===== config.mk =====
export PLATFORM = sky130hd
export DESIGN_NAME = page_replacement_clock_nru_flat
export DESIGN_NICKNAME = d
export VERILOG_FILES = /design/src/rtl/pcn_pkg.sv /design/src/rtl/pcn_if.sv /design/src/rtl/page_replacement_clock_nru.sv /design/src/flat_wrapper.sv
export SDC_FILE = /design/constraint.sdc
export NUM_CORES = 2
export LEC_CHECK = 0
export BUFFER_PORTS_ARGS = -buffer_cell sky130_fd_sc_hd__buf_2
export CORE_AREA = 3 3 562 620
export DETAILED_ROUTE_END_ITERATION = 8
export DIE_AREA = 0 0 565 623
export SETUP_SLACK_MARGIN = 0.1
export SLEW_MARGIN = 40
export SYNTH_ARGS = -nofsm -noshare
export SYNTH_HDL_FRONTEND = slang
export SYNTH_SLANG_ARGS = --single-unit

===== constraint.sdc =====
create_clock -name clk -period 9.4 [get_ports clk]
set_clock_uncertainty 0.1 [all_clocks]
set_input_delay 2.82 -clock clk [delete_from_list [all_inputs] [get_ports clk]]
set_output_delay 2.82 -clock clk [all_outputs]
set_load 0.02 [all_outputs]

===== src/rtl/pcn_pkg.sv =====
// ----------------------------------------------------------------------------
// pcn_pkg
// Shared types and constants for the clock / NRU page replacement engine.
// ----------------------------------------------------------------------------
package pcn_pkg;

	localparam int MaxFrames  = 64;
	localparam int FrameW     = 6;
	localparam int CountW     = 7;
	localparam int PageW      = 21;
	localparam int OffsetBits = 11;
	localparam int AddrW      = 32;
	localparam int StampW     = 32;
	localparam int TotalW     = 32;
	localparam int RefreshW   = 20;
	localparam int IntervalW  = 21;
	localparam int KindW      = 2;
	localparam int CfgIdxW    = 2;
	localparam int CfgDataW   = 32;

	localparam logic [KindW-1:0] KIND_MODIFY = 2'd3;

	localparam logic [CfgIdxW-1:0] REG_MODE     = 2'd0;
	localparam logic [CfgIdxW-1:0] REG_FRAMES   = 2'd1;
	localparam logic [CfgIdxW-1:0] REG_INTERVAL = 2'd2;

	typedef struct packed {
		logic [KindW-1:0] kind;
		logic [AddrW-1:0] address;
	} access_t;

	typedef struct packed {
		logic               hit;
		logic               evicted;
		logic [PageW-1:0]   victim_page;
		logic               write_back;
		logic [FrameW-1:0]  frame_index;
		logic [TotalW-1:0]  access_total;
		logic [TotalW-1:0]  fault_total;
		logic [TotalW-1:0]  disk_write_total;
	} result_t;

	typedef struct packed {
		logic [CfgIdxW-1:0]  index;
		logic [CfgDataW-1:0] data;
	} cfg_t;

endpackage


===== src/rtl/pcn_if.sv =====
// ----------------------------------------------------------------------------
// pcn_if
// Valid/ready channel carrying one payload of a given type.
// ----------------------------------------------------------------------------
interface pcn_if #(parameter type payload_t = logic);
	logic     valid;
	logic     ready;
	payload_t payload;
	modport source (output valid, output payload, input ready);
	modport sink (input valid, input payload, output ready);
endinterface


===== src/rtl/page_replacement_clock_nru.sv =====
// ----------------------------------------------------------------------------
// page_replacement_clock_nru
// Page replacement engine: frame lookup, fill, and clock or NRU eviction.
// ----------------------------------------------------------------------------
// channel | dir | payload
// acc     | in  | kind, address
// res     | out | hit, evicted, victim_page, write_back, frame_index, totals
// cfg     | in  | index (0 mode, 1 num_frames, 2 refresh_interval), data
//
// A refresh step, then a hit search over all 64 frames, each frame taking a
// registered frame store read and then a compare; a miss adds a free search
// over the active frames, then a clock sweep or an NRU scan over them, and
// then a commit step.
// Reset clears valid, ref and dirty bits and all counters at once.
// acc ready stays low from acceptance until the result register is taken.
// ----------------------------------------------------------------------------
module page_replacement_clock_nru (
	input logic clk,
	input logic arst_n,
	pcn_if.sink   acc,
	pcn_if.source res,
	pcn_if.sink   cfg
);
	import pcn_pkg::*;

	typedef enum logic [5:0] {
		ST_IDLE  = 6'b000001,
		ST_REF   = 6'b000010,
		ST_HIT   = 6'b000100,
		ST_FREE  = 6'b001000,
		ST_EVICT = 6'b010000,
		ST_DONE  = 6'b100000
	} state_t;

	state_t state_q;

	logic                 mode_q;
	logic [CountW-1:0]    frames_q;
	logic [IntervalW-1:0] interval_q;

	logic [PageW-1:0]  page_mem [MaxFrames];
	logic [StampW-1:0] age_mem [MaxFrames];
	logic [MaxFrames-1:0] valid_q, ref_q, dirty_q;

	logic [PageW-1:0]  rd_page_q;
	logic [StampW-1:0] rd_age_q;
	logic [FrameW-1:0] rd_idx_q;

	logic [StampW-1:0]   stamp_q;
	logic [FrameW-1:0]   hand_q;
	logic [RefreshW-1:0] refresh_q;
	logic [TotalW-1:0]   acc_cnt_q, fault_cnt_q, wr_cnt_q;

	logic [KindW-1:0]  kind_q;
	logic [PageW-1:0]  page_q;
	logic [CountW-1:0] n_q;
	logic [CountW-1:0] idx_q;
	logic [CountW-1:0] step_q;
	logic [FrameW-1:0] best_q;
	logic [1:0]        best_cls_q;
	logic [StampW-1:0] best_old_q;
	logic              best_any_q;
	logic              res_valid_q;
	result_t           res_q;

	logic [FrameW-1:0]  idx;
	logic               rd_ok;
	logic [1:0]         cls;
	logic [StampW-1:0]  old;
	logic [RefreshW-1:0] refresh_nx;
	logic               writes;
	logic               better;
	logic [CountW-1:0]  n_eff;

	assign idx     = idx_q[FrameW-1:0];
	// read data belongs to the frame under the index
	assign rd_ok   = (rd_idx_q == idx);
	assign cls     = {ref_q[idx], dirty_q[idx]};
	assign old     = stamp_q - rd_age_q;
	assign better  = !best_any_q || (cls < best_cls_q) ||
		(cls == best_cls_q && old > best_old_q);
	assign writes  = kind_q[1];
	assign refresh_nx = refresh_q + 1'b1;
	assign n_eff = (frames_q == '0) ? CountW'(1) :
		(frames_q > CountW'(MaxFrames)) ? CountW'(MaxFrames) : frames_q;

	assign acc.ready = (state_q == ST_IDLE) && !res_valid_q;
	assign cfg.ready = 1'b1;
	assign res.valid = res_valid_q;
	assign res.payload = res_q;

	// frame store payload, written at fill time, read through a register in the cycle after the index
	always_ff @(posedge clk) begin
		if (state_q == ST_DONE && !res_q.hit) begin
			page_mem[res_q.frame_index] <= page_q;
			age_mem[res_q.frame_index]  <= stamp_q;
		end
		rd_page_q <= page_mem[idx];
		rd_age_q  <= age_mem[idx];
		rd_idx_q  <= idx;
	end

	always_ff @(posedge clk or negedge arst_n) begin
		if (!arst_n) begin
			state_q     <= ST_IDLE;
			mode_q      <= 1'b0;
			frames_q    <= CountW'(64);
			interval_q  <= IntervalW'(1000);
			valid_q     <= '0;
			ref_q       <= '0;
			dirty_q     <= '0;
			stamp_q     <= '0;
			hand_q      <= '0;
			refresh_q   <= '0;
			acc_cnt_q   <= '0;
			fault_cnt_q <= '0;
			wr_cnt_q    <= '0;
			res_valid_q <= 1'b0;
			kind_q      <= '0;
			page_q      <= '0;
			n_q         <= '0;
			idx_q       <= '0;
			step_q      <= '0;
			best_q      <= '0;
			best_cls_q  <= '0;
			best_old_q  <= '0;
			best_any_q  <= 1'b0;
			res_q       <= '0;
		end else begin
			if (cfg.valid) begin
				case (cfg.payload.index)
					REG_MODE:     mode_q     <= cfg.payload.data[0];
					REG_FRAMES:   frames_q   <= cfg.payload.data[CountW-1:0];
					REG_INTERVAL: interval_q <= cfg.payload.data[IntervalW-1:0];
					default: ;
				endcase
			end
			if (res_valid_q && res.ready)
				res_valid_q <= 1'b0;
			case (state_q)
				ST_IDLE: begin
					if (acc.valid && acc.ready) begin
						kind_q <= acc.payload.kind;
						page_q <= acc.payload.address[OffsetBits +: PageW];
						n_q    <= n_eff;
						acc_cnt_q <= acc_cnt_q + ((acc.payload.kind == KIND_MODIFY) ?
							TotalW'(2) : TotalW'(1));
						state_q <= ST_REF;
					end
				end
				ST_REF: begin
					if ({1'b0, refresh_nx} >= interval_q || refresh_nx == '0) begin
						refresh_q <= '0;
						if (mode_q) ref_q <= '0;
					end else begin
						refresh_q <= refresh_nx;
					end
					idx_q   <= '0;
					state_q <= ST_HIT;
				end
				ST_HIT: begin
					if (rd_ok) begin
						if (valid_q[idx] && rd_page_q == page_q) begin
							ref_q[idx] <= 1'b1;
							if (writes) dirty_q[idx] <= 1'b1;
							res_q <= '{hit: 1'b1, evicted: 1'b0, victim_page: '0,
								write_back: 1'b0, frame_index: idx,
								access_total: acc_cnt_q, fault_total: fault_cnt_q,
								disk_write_total: wr_cnt_q};
							state_q <= ST_DONE;
						end else if (idx_q == CountW'(MaxFrames - 1)) begin
							fault_cnt_q <= fault_cnt_q + 1'b1;
							idx_q   <= '0;
							state_q <= ST_FREE;
						end else begin
							idx_q <= idx_q + 1'b1;
						end
					end
				end
				ST_FREE: begin
					if (!valid_q[idx]) begin
						res_q <= '{hit: 1'b0, evicted: 1'b0, victim_page: '0,
							write_back: 1'b0, frame_index: idx,
							access_total: acc_cnt_q, fault_total: fault_cnt_q,
							disk_write_total: wr_cnt_q};
						state_q <= ST_DONE;
					end else if (idx_q + 1'b1 >= n_q) begin
						idx_q      <= mode_q ? '0 :
							(CountW'(hand_q) >= n_q ? '0 : CountW'(hand_q));
						step_q     <= '0;
						best_any_q <= 1'b0;
						state_q    <= ST_EVICT;
					end else begin
						idx_q <= idx_q + 1'b1;
					end
				end
				ST_EVICT: begin
					if (mode_q) begin
						if (rd_ok && step_q == CountW'(1)) begin
							res_q <= '{hit: 1'b0, evicted: 1'b1, victim_page: rd_page_q,
								write_back: dirty_q[idx], frame_index: idx,
								access_total: acc_cnt_q, fault_total: fault_cnt_q,
								disk_write_total: wr_cnt_q + TotalW'(dirty_q[idx])};
							if (dirty_q[idx]) wr_cnt_q <= wr_cnt_q + 1'b1;
							state_q <= ST_DONE;
						end else if (rd_ok) begin
							if (better) begin
								best_q     <= idx;
								best_cls_q <= cls;
								best_old_q <= old;
								best_any_q <= 1'b1;
							end
							if (idx_q + 1'b1 >= n_q) begin
								// final pick; its page is read on the next cycle
								idx_q   <= better ? idx_q : CountW'(best_q);
								step_q  <= CountW'(1);
							end else begin
								idx_q <= idx_q + 1'b1;
							end
						end
					end else begin
						if (ref_q[idx]) begin
							ref_q[idx] <= 1'b0;
							idx_q <= (idx_q + 1'b1 >= n_q) ? '0 : idx_q + 1'b1;
						end else if (rd_ok) begin
							hand_q <= (idx_q + 1'b1 >= n_q) ? '0 : idx + 1'b1;
							res_q <= '{hit: 1'b0, evicted: 1'b1, victim_page: rd_page_q,
								write_back: dirty_q[idx], frame_index: idx,
								access_total: acc_cnt_q, fault_total: fault_cnt_q,
								disk_write_total: wr_cnt_q + TotalW'(dirty_q[idx])};
							if (dirty_q[idx]) wr_cnt_q <= wr_cnt_q + 1'b1;
							state_q <= ST_DONE;
						end
					end
				end
				ST_DONE: begin
					if (!res_q.hit) begin
						valid_q[res_q.frame_index] <= 1'b1;
						ref_q[res_q.frame_index]   <= 1'b1;
						dirty_q[res_q.frame_index] <= writes;
						stamp_q <= stamp_q + 1'b1;
					end
					res_valid_q <= 1'b1;
					state_q     <= ST_IDLE;
				end
				default: state_q <= ST_IDLE;
			endcase
		end
	end

	assert property (@(posedge clk) disable iff (!arst_n)
		res_valid_q |-> !acc.ready)
		else $error("input taken while result pending");
	assert property (@(posedge clk) disable iff (!arst_n)
		(state_q == ST_DONE) |=> res_valid_q)
		else $error("result not presented after completion");
	assert property (@(posedge clk) disable iff (!arst_n)
		(acc.valid && acc.ready) |=> (state_q == ST_REF))
		else $error("accepted item did not start");
	assert property (@(posedge clk) disable iff (!arst_n)
		(res.valid && res.payload.hit) |-> !res.payload.evicted)
		else $error("hit reported with eviction");

endmodule


===== src/flat_wrapper.sv =====
// flat-port wrapper written by rule: the top's interface ports become plain ports
module page_replacement_clock_nru_flat import pcn_pkg::*;
  (clk, arst_n, acc_valid, acc_payload, acc_ready, res_valid, res_payload, res_ready, cfg_valid, cfg_payload, cfg_ready);
  pcn_if #(.payload_t(access_t)) acc_i ();
  pcn_if #(.payload_t(result_t)) res_i ();
  pcn_if #(.payload_t(cfg_t)) cfg_i ();
  input logic clk;
  input logic arst_n;
  input wire logic [$bits(acc_i.valid)-1:0] acc_valid;
  input wire logic [$bits(acc_i.payload)-1:0] acc_payload;
  output wire logic [$bits(acc_i.ready)-1:0] acc_ready;
  output wire logic [$bits(res_i.valid)-1:0] res_valid;
  output wire logic [$bits(res_i.payload)-1:0] res_payload;
  input wire logic [$bits(res_i.ready)-1:0] res_ready;
  input wire logic [$bits(cfg_i.valid)-1:0] cfg_valid;
  input wire logic [$bits(cfg_i.payload)-1:0] cfg_payload;
  output wire logic [$bits(cfg_i.ready)-1:0] cfg_ready;
  assign acc_i.valid = acc_valid;
  assign acc_i.payload = acc_payload;
  assign acc_ready = acc_i.ready;
  assign res_valid = res_i.valid;
  assign res_payload = res_i.payload;
  assign res_i.ready = res_ready;
  assign cfg_i.valid = cfg_valid;
  assign cfg_i.payload = cfg_payload;
  assign cfg_ready = cfg_i.ready;
  page_replacement_clock_nru u_core (.clk(clk), .arst_n(arst_n), .acc(acc_i), .res(res_i), .cfg(cfg_i));
endmodule

== Word-level counts from Yosys, hierarchy flattened ==
Memory sizes are Yosys's and may differ from the RTL's. A register that Yosys moved wholly into a read port is not among the register bits.
Index checks and enable logic that the tools add are counted.

* Add/subtract/negate cells: 9
* Magnitude comparators: 10
* Eq/ne operators: 43
* Muxes and demuxes: 86
* Bitwise logic cells: 11
* Reduce and logical (&&, ||, !) cells: 41

{| class="wikitable"
|+ Operators with widths
! cell !! count
|-
| $mux W126 || 7
|-
| $mux W64 || 11
|-
| $pmux W126 S3 || 1
|-
| $or A64 B64 Y64 || 4
|-
| $pmux W64 S4 || 1
|-
| $mux W32 || 5
|-
| $mux W7 || 21
|-
| $pmux W64 S2 || 1
|-
| $add A32 B1 Y32 const B || 3
|-
| $mux W6 || 12
|-
| $and A64 B64 Y64 || 1
|-
| $bwmux W64 || 1
|-
| $not A64 Y64 || 1
|-
| $add A32 B1 Y32 || 1
|-
| $add A32 B32 Y32 || 1
|-
| $gt A32 B32 Y1 || 1
|-
| $sub A32 B32 Y32 || 1
|-
| $pmux W6 S5 || 1
|-
| $pmux W7 S4 || 1
|-
| $reduce_and A7 Y1 || 4
|-
| $ne A2 B1 Y1 const B || 13
|-
| $eq A21 B21 Y1 || 1
|-
| $ge A20 B21 Y1 || 1
|-
| $add A20 B1 Y20 const B || 1
|-
| 46 further kinds || 105
|}

* Register bits after elaboration: 599
* Memory bits (writable): 3,392
* Input port bits: 73
* Output and inout port bits: 129
* Memories kept: 2

{| class="wikitable"
|+ Memory list
! memory !! words !! bits a word !! read ports !! clocked after Yosys merged registers in !! wr ports !! RTL line !! RTL
|-
| u_core.age_mem || 64 || 32 || 1 || 1 || 1 || page_replacement_clock_nru.sv:42 || <nowiki>logic [StampW-1:0] age_mem [MaxFrames];</nowiki>
|-
| u_core.page_mem || 64 || 21 || 1 || 1 || 1 || page_replacement_clock_nru.sv:41 || <nowiki>logic [PageW-1:0] page_mem [MaxFrames];</nowiki>
|}

== Logic depth before layout (Yosys ltp) ==
* Word-level depth: 11
* Depth in mapped cells: 22

== Worst setup path after synthesis ==
OpenSTA, ideal clock, no wires.

* Path kind: reg-to-reg
* Start point: register u_core.state_q[3]
* End point: register u_core.valid_q[16]
* Setup time: 0.087 ns
* Arrival time: 6.049 ns
* Required time: 9.213 ns
* Setup slack: 3.164 ns
* Stages on the path, launching flop included: 7
* Path buffers: 1
* Cell sequence: dfrtp_1 or4_1 nor3b_1 clkbuf_1 nand2_1 nor3_1 or2_2

* Word-level cells in the longest chain between the ends: 2

{| class="wikitable"
|+ Ends and longest elaborated chain
! what !! RTL line !! RTL
|-
| from (decl) || page_replacement_clock_nru.sv:35 || <nowiki>state_t state_q;</nowiki>
|-
| from (signal assigned) || page_replacement_clock_nru.sv:105 || <nowiki>state_q <= ST_IDLE;</nowiki>
|-
| from (signal assigned) || page_replacement_clock_nru.sv:148 || <nowiki>state_q <= ST_REF;</nowiki>
|-
| from (signal assigned) || page_replacement_clock_nru.sv:159 || <nowiki>state_q <= ST_HIT;</nowiki>
|-
| $eq A6 B6 Y1 || page_replacement_clock_nru.sv:140 || <nowiki>case (state_q)</nowiki>
|-
| $reduce_and A2 Y1 (no line) || -- ||
|-
| to (signal assigned) || page_replacement_clock_nru.sv:109 || <nowiki>valid_q <= '0;</nowiki>
|-
| to (signal, indexed assignment) || page_replacement_clock_nru.sv:238 || <nowiki>valid_q[res_q.frame_index] <= 1'b1;</nowiki>
|-
| to (decl) || page_replacement_clock_nru.sv:43 || <nowiki>logic [MaxFrames-1:0] valid_q, ref_q, dirty_q;</nowiki>
|}

Every way passes these cells.
A chain may end at the register's enable or synchronous reset.

== Worst setup path in the final report ==
* Start point: register u_core.stamp_q[1]
* End point: register u_core.best_old_q[21]

* Word-level cells in the longest chain between the ends: 5

{| class="wikitable"
|+ Ends and longest elaborated chain
! what !! RTL line !! RTL
|-
| from (decl) || page_replacement_clock_nru.sv:49 || <nowiki>logic [StampW-1:0] stamp_q;</nowiki>
|-
| from (signal assigned) || page_replacement_clock_nru.sv:241 || <nowiki>stamp_q <= stamp_q + 1'b1;</nowiki>
|-
| $sub A32 B32 Y32 || page_replacement_clock_nru.sv:79 || <nowiki>assign old = stamp_q - rd_age_q;</nowiki>
|-
| via u_core.old[31] || page_replacement_clock_nru.sv:69 || <nowiki>logic [StampW-1:0] old;</nowiki>
|-
| $gt A32 B32 Y1 || page_replacement_clock_nru.sv:81 || <nowiki>(cls == best_cls_q && old > best_old_q);</nowiki>
|-
| $logic_and A1 B1 Y1 || page_replacement_clock_nru.sv:81 ||
|-
| $logic_or A1 B1 Y1 || page_replacement_clock_nru.sv:80 || <nowiki>assign better = !best_any_q || (cls < best_cls_q) ||</nowiki>
|-
| $reduce_and A5 Y1 (no line) || -- ||
|-
| to (signal assigned) || page_replacement_clock_nru.sv:210 || <nowiki>best_old_q <= old;</nowiki>
|-
| to (decl) || page_replacement_clock_nru.sv:61 || <nowiki>logic [StampW-1:0] best_old_q;</nowiki>
|}

The timed path passes the listed nets, and every way through them passes these cells.

==> report_table.html <==
<table>
<tr><th>Metric</th><th>Value</th></tr>
<tr><th colspan="2">Placement</th></tr>
<tr><td>Detail Placement HPWL</td><td>259,000 µm</td></tr>
<tr><td>Number of instances in the placed design</td><td>13,900</td></tr>
<tr><td>Count of buffers inserted at the top-level ports</td><td>178</td></tr>
<tr><td>Placer congestion estimate</td><td>0.903</td></tr>
<tr><th colspan="2">Clock tree</th></tr>
<tr><td>Number of buffers created by CTS</td><td>389</td></tr>
<tr><td>Clock tree root buffer cell</td><td>sky130_fd_sc_hd__clkbuf_16</td></tr>
<tr><td>CTS tree</td><td>done</td></tr>
<tr><td>Max clock buf depth</td><td>4</td></tr>
<tr><td>Clock edge transition at the registers on the reported setup and hold paths</td><td>60 ps</td></tr>
<tr><td>Hold buffers post-CTS</td><td>0</td></tr>
<tr><td>Clock latency on the worst-skew pair</td><td>970 ps</td></tr>
<tr><td>Total number of H-tree levels</td><td>5</td></tr>
<tr><td>Setup Buffers After CTS</td><td>0</td></tr>
<tr><td>PostCTS Resize Cnt</td><td>0</td></tr>
<tr><td>Count of clock tree sinks</td><td>4,037</td></tr>
<tr><th colspan="2">Pwr</th></tr>
<tr><td>Switch share</td><td>23.9%</td></tr>
<tr><td>Power density of the placed cells</td><td>227 mW/mm²</td></tr>
<tr><td>Maximum ir drop on the vdd rail</td><td>175 µV</td></tr>
<tr><td>Power dissipated by switching net loads</td><td>9.48 mW</td></tr>
<tr><td>Proportion of power drawn by the clock network</td><td>39.3%</td></tr>
<tr><td>Internal power of the cells</td><td>30.2 mW</td></tr>
<tr><td>Portion of total power attributed to sequential cells</td><td>52.1%</td></tr>
<tr><td>Static leakage</td><td>55.9 nW</td></tr>
<tr><td>Relative contribution of combinational cells to total power</td><td>8.6%</td></tr>
<tr><th colspan="2">Routing</th></tr>
<tr><td>Router iterations before antenna repair</td><td>8</td></tr>
<tr><td>DRC viols</td><td>0</td></tr>
<tr><td>Total routed wirelength</td><td>503,000 µm</td></tr>
<tr><td>Via count normalized by instance count</td><td>6.56</td></tr>
<tr><td>Post-DR wirelength/cell</td><td>34.4 µm</td></tr>
<tr><td>Count of antenna-violating nets left after detailed routing</td><td>0</td></tr>
<tr><td>Vias after detailed routing</td><td>96,000</td></tr>
<tr><td>Starting DRT DRC Count</td><td>14,700</td></tr>
<tr><th colspan="2">Synth</th></tr>
<tr><td>Primary FF master, synth</td><td>sky130_fd_sc_hd__edfxtp_1</td></tr>
<tr><td>Mean instance size in the synthesized netlist</td><td>16.2 µm²</td></tr>
<tr><td>Gate count of the mapped netlist</td><td>9,505</td></tr>
<tr><td>EDFF count, synth</td><td>3,392</td></tr>
<tr><td>Number of different library cells in the post-synthesis netlist</td><td>87</td></tr>
<tr><td>Seq/Total Area, Yosys</td><td>76.5%</td></tr>
<tr><td>Post-Synthesis Net Count</td><td>9,687</td></tr>
<tr><td>Ys Warns</td><td>0</td></tr>
<tr><td>FF+latch count, synth</td><td>4,037</td></tr>
<tr><td>Area of the mapped netlist</td><td>0.154 mm²</td></tr>
<tr><td>Post-synthesis async set-or-reset flop share</td><td>14.5%</td></tr>
<tr><th colspan="2">Status</th></tr>
<tr><td>Status</td><td>complete, no violations</td></tr>
<tr><th colspan="2">Global route</th></tr>
<tr><td>Number of antenna violations at the first check in global routing</td><td>14</td></tr>
<tr><td>Number of global-route vias before repair</td><td>92,200</td></tr>
<tr><td>Total routing resource utilization after global routing</td><td>27.8%</td></tr>
<tr><td>Total grt overflow</td><td>0</td></tr>
<tr><td>Maximum number of pins on one net before global-route repair</td><td>127</td></tr>
<tr><td>First-pass GRT wire length</td><td>700,000 µm</td></tr>
<tr><th colspan="2">Setup path</th></tr>
<tr><td>Endpoint type of the worst setup path</td><td>flip-flop</td></tr>
<tr><td>Depth of the worst register-to-register path</td><td>19</td></tr>
<tr><td>Type of the worst setup path</td><td>flip-flop to flip-flop</td></tr>
<tr><td>Crit Path Max Fanout</td><td>69</td></tr>
<tr><td>Startpoint kind of the worst setup timing path</td><td>flip-flop</td></tr>
<tr><td>Required time at the endpoint of the critical path</td><td>10,090 ps</td></tr>
<tr><td>Register-to-register path setup slack</td><td>2210 ps</td></tr>
<tr><td>Arrival time worst endpoint</td><td>7880 ps</td></tr>
<tr><th colspan="2">STA</th></tr>
<tr><td>Tightest slew margin relative to the limit</td><td>27.1%</td></tr>
<tr><td>Number of failing hold endpoints at the final stage</td><td>0</td></tr>
<tr><td>Period utilization</td><td>76.5%</td></tr>
<tr><td>Final Max Tran Viols</td><td>0</td></tr>
<tr><td>Final setup fails</td><td>0</td></tr>
<tr><td>Final total negative setup slack</td><td>0 ps</td></tr>
<tr><td>Max Clock Freq</td><td>0.139 GHz</td></tr>
<tr><td>Actual slew at the worst max-slew pin</td><td>1090 ps</td></tr>
<tr><td>Unrepaired setup endpoints after global routing</td><td>no</td></tr>
<tr><td>Shortest clock period the worst path allows after layout</td><td>7190 ps</td></tr>
<tr><th colspan="2">Worst hold path</th></tr>
<tr><td>Worst min path class</td><td>flip-flop to flip-flop</td></tr>
<tr><td>Hold depth</td><td>1</td></tr>
<tr><th colspan="2">Floorplanning</th></tr>
<tr><td>Cell Rows</td><td>225</td></tr>
<tr><td>Floorplan die width</td><td>565 µm</td></tr>
<tr><td>Initial core utilization</td><td>45.0%</td></tr>
<tr><td>Total Die Area</td><td>0.352 mm²</td></tr>
<tr><td>Count of boundary I/O pins</td><td>202</td></tr>
<tr><td>Die height</td><td>623 µm</td></tr>
<tr><td>Core area</td><td>0.342 mm²</td></tr>
<tr><th colspan="2">Final layout</th></tr>
<tr><td>Count of non-filler cells in the finished layout</td><td>14,600</td></tr>
<tr><td>Growth of design area from synthesis to finish</td><td>13.6%</td></tr>
<tr><td>Leading cell types in the layout, fill and taps excluded</td><td>sky130_fd_sc_hd__edfxtp_1, sky130_fd_sc_hd__a22oi_1, sky130_fd_sc_hd__dfrtp_1, sky130_fd_sc_hd__clkbuf_16, sky130_fd_sc_hd__nand2_1</td></tr>
<tr><td>Ratio of cells with drive above 1 in the final layout</td><td>14.4%</td></tr>
<tr><td>Nets</td><td>9,933</td></tr>
<tr><td>Most common cell after layout, fill and taps aside</td><td>sky130_fd_sc_hd__edfxtp_1</td></tr>
<tr><th colspan="2">Run</th></tr>
<tr><td>Maxcap violations</td><td>0</td></tr>
</table>
## layout make-up
| class | instances | area (µm²) |
|---|---|---|
| fillers | 27600 | 167000 |
| flip-flops and latches | 4037 | 118000 |
| multi-input cells | 4661 | 33700 |
| clock buffers | 525 | 10700 |
| well taps | 4540 | 5680 |
| repair buffers | 489 | 4220 |
| clock inverters | 200 | 1900 |
| inverters | 173 | 654 |
| diodes | 11 | 27.5 |
## final timing paths
check,startpoint,endpoint
worst max register to register,u_core.stamp_q[1]$_DFFE_PN0P_,u_core.best_old_q[21]$_DFFE_PN0P_
worst min register to register,u_core.valid_q[23]$_DFFE_PN0P_,u_core.valid_q[23]$_DFFE_PN0P_
max in group asynchronous,arst_n,u_core.page_q[11]$_DFFE_PN0P_
worst max-delay path,u_core.stamp_q[1]$_DFFE_PN0P_,u_core.best_old_q[21]$_DFFE_PN0P_
worst min-delay path,u_core.valid_q[23]$_DFFE_PN0P_,u_core.valid_q[23]$_DFFE_PN0P_
min in group asynchronous,arst_n,u_core.interval_q[11]$_DFFE_PN0P_
## worst max-delay path, stage by stage, from the launching register on
cell                        delay [ps]
sky130_fd_sc_hd__dfrtp_2           340
sky130_fd_sc_hd__buf_4             510
sky130_fd_sc_hd__ha_1              240
sky130_fd_sc_hd__nor2b_1           170
sky130_fd_sc_hd__o31ai_1           140
sky130_fd_sc_hd__a2111oi_2         560
sky130_fd_sc_hd__a21oi_1           200
sky130_fd_sc_hd__nor4b_1           700
sky130_fd_sc_hd__o221ai_1          390
sky130_fd_sc_hd__o31ai_1           360
sky130_fd_sc_hd__xnor2_1           160
sky130_fd_sc_hd__ha_1              340
sky130_fd_sc_hd__nand4_1           130
sky130_fd_sc_hd__nor4bb_2          550
sky130_fd_sc_hd__o311ai_0          250
sky130_fd_sc_hd__a41oi_1           550
sky130_fd_sc_hd__buf_4             300
sky130_fd_sc_hd__nand2_2           220
sky130_fd_sc_hd__buf_4             370
sky130_fd_sc_hd__mux2_2            360
## cells in the mapped netlist (all sizes together) (24+ instances only)
| cell | number | area [µm²] |
|---|---|---|
| edfxtp | 3392 | 102000 |
| a22oi | 1166 | 8760 |
| dfrtp | 578 | 14500 |
| clkbuf | 496 | 1860 |
| nand2 | 338 | 1270 |
| a221oi | 328 | 2870 |
| a22o | 315 | 2760 |
| a21oi | 303 | 1520 |
| a31oi | 298 | 1860 |
| nor2 | 238 | 893 |
| o21ai | 204 | 1020 |
| nand3 | 182 | 911 |
| inv | 173 | 649 |
| xnor2 | 145 | 1270 |
| mux2 | 140 | 1650 |
| buf | 138 | 639 |
| nand4 | 137 | 863 |
| ha | 107 | 1340 |
| xor2 | 85 | 744 |
| nor3 | 76 | 390 |
| a41oi | 74 | 648 |
| or2 | 69 | 432 |
| nor4 | 66 | 413 |
| dfxtp | 59 | 1180 |
| and3 | 45 | 282 |
| a21o | 27 | 203 |
| mux4 | 27 | 608 |
| o22ai | 26 | 163 |
| nand2b | 24 | 150 |
## power by group through the flow
stage / Clock (mW) / Sequential [mW] / Combinational (mW)
CTS: 15.7 / 20.7 / 3.38
finish: 15.6 / 20.7 / 3.41
floorplan: 0 / 21.3 / 1.68
global route: 16.4 / 20.7 / 3.69
detailed placement: 0 / 21.0 / 3.37
global placement: 0 / 21.0 / 3.29
## registers in the layout, summed over array words and instances, names as in the netlist, 7 cells and up
register            flops
u_core.wr_cnt_q        32
u_core.rd_page_q       21
u_core.stamp_q         32
u_core.frames_q         7
u_core.fault_cnt_q     32
u_core.interval_q      21
u_core.age_mem       2048
u_core.n_q              7
u_core.page_q          21
u_core.res.payload    126
u_core.valid_q         64
u_core.acc_cnt_q       32
u_core.idx_q            7
u_core.dirty_q         64
u_core.best_old_q      32
u_core.refresh_q       20
u_core.ref_q           64
u_core.page_mem      1344
u_core.rd_age_q        32
## kinds of logic (layout without fill, tap and decap cells)
logic type	count (synthesis)	in the layout	synth area share, %
compound gates	2830	2830	13.4
xor+xnor	230	230	1.31
fa+ha+maj	109	109	0.896
buf+inv	807	1387	2.05
flops	4037	4037	76.5
mux	190	190	1.62
other cells	1	12	0.00244
simple gates	1301	1301	4.25
## through the flow
step	power [mW]	hold slack, ps	utilization [%]	worst slack (ps)	area, µm²
floorplan	22.9	261	-	3160	154000
global placement	24.3	344	47.2	1720	161000
detailed placement	24.4	350	47.4	2010	162000
CTS	39.7	365	51.1	1920	175000
global route	40.8	375	51.1	1700	175000
finish	39.7	363	51.1	2210	175000
## per-layer routing
layer | wire, µm | up-vias | track usage, %
li1 | - | 39000 | -
met3 | 55100 | 1124 | 5.32
met1 | 189000 | 49600 | 37.4
met2 | 236000 | 6296 | 44.6
met5 | 44 | - | 0
met4 | 22800 | 8 | 11.0
(Power assumes the default switching activity.)
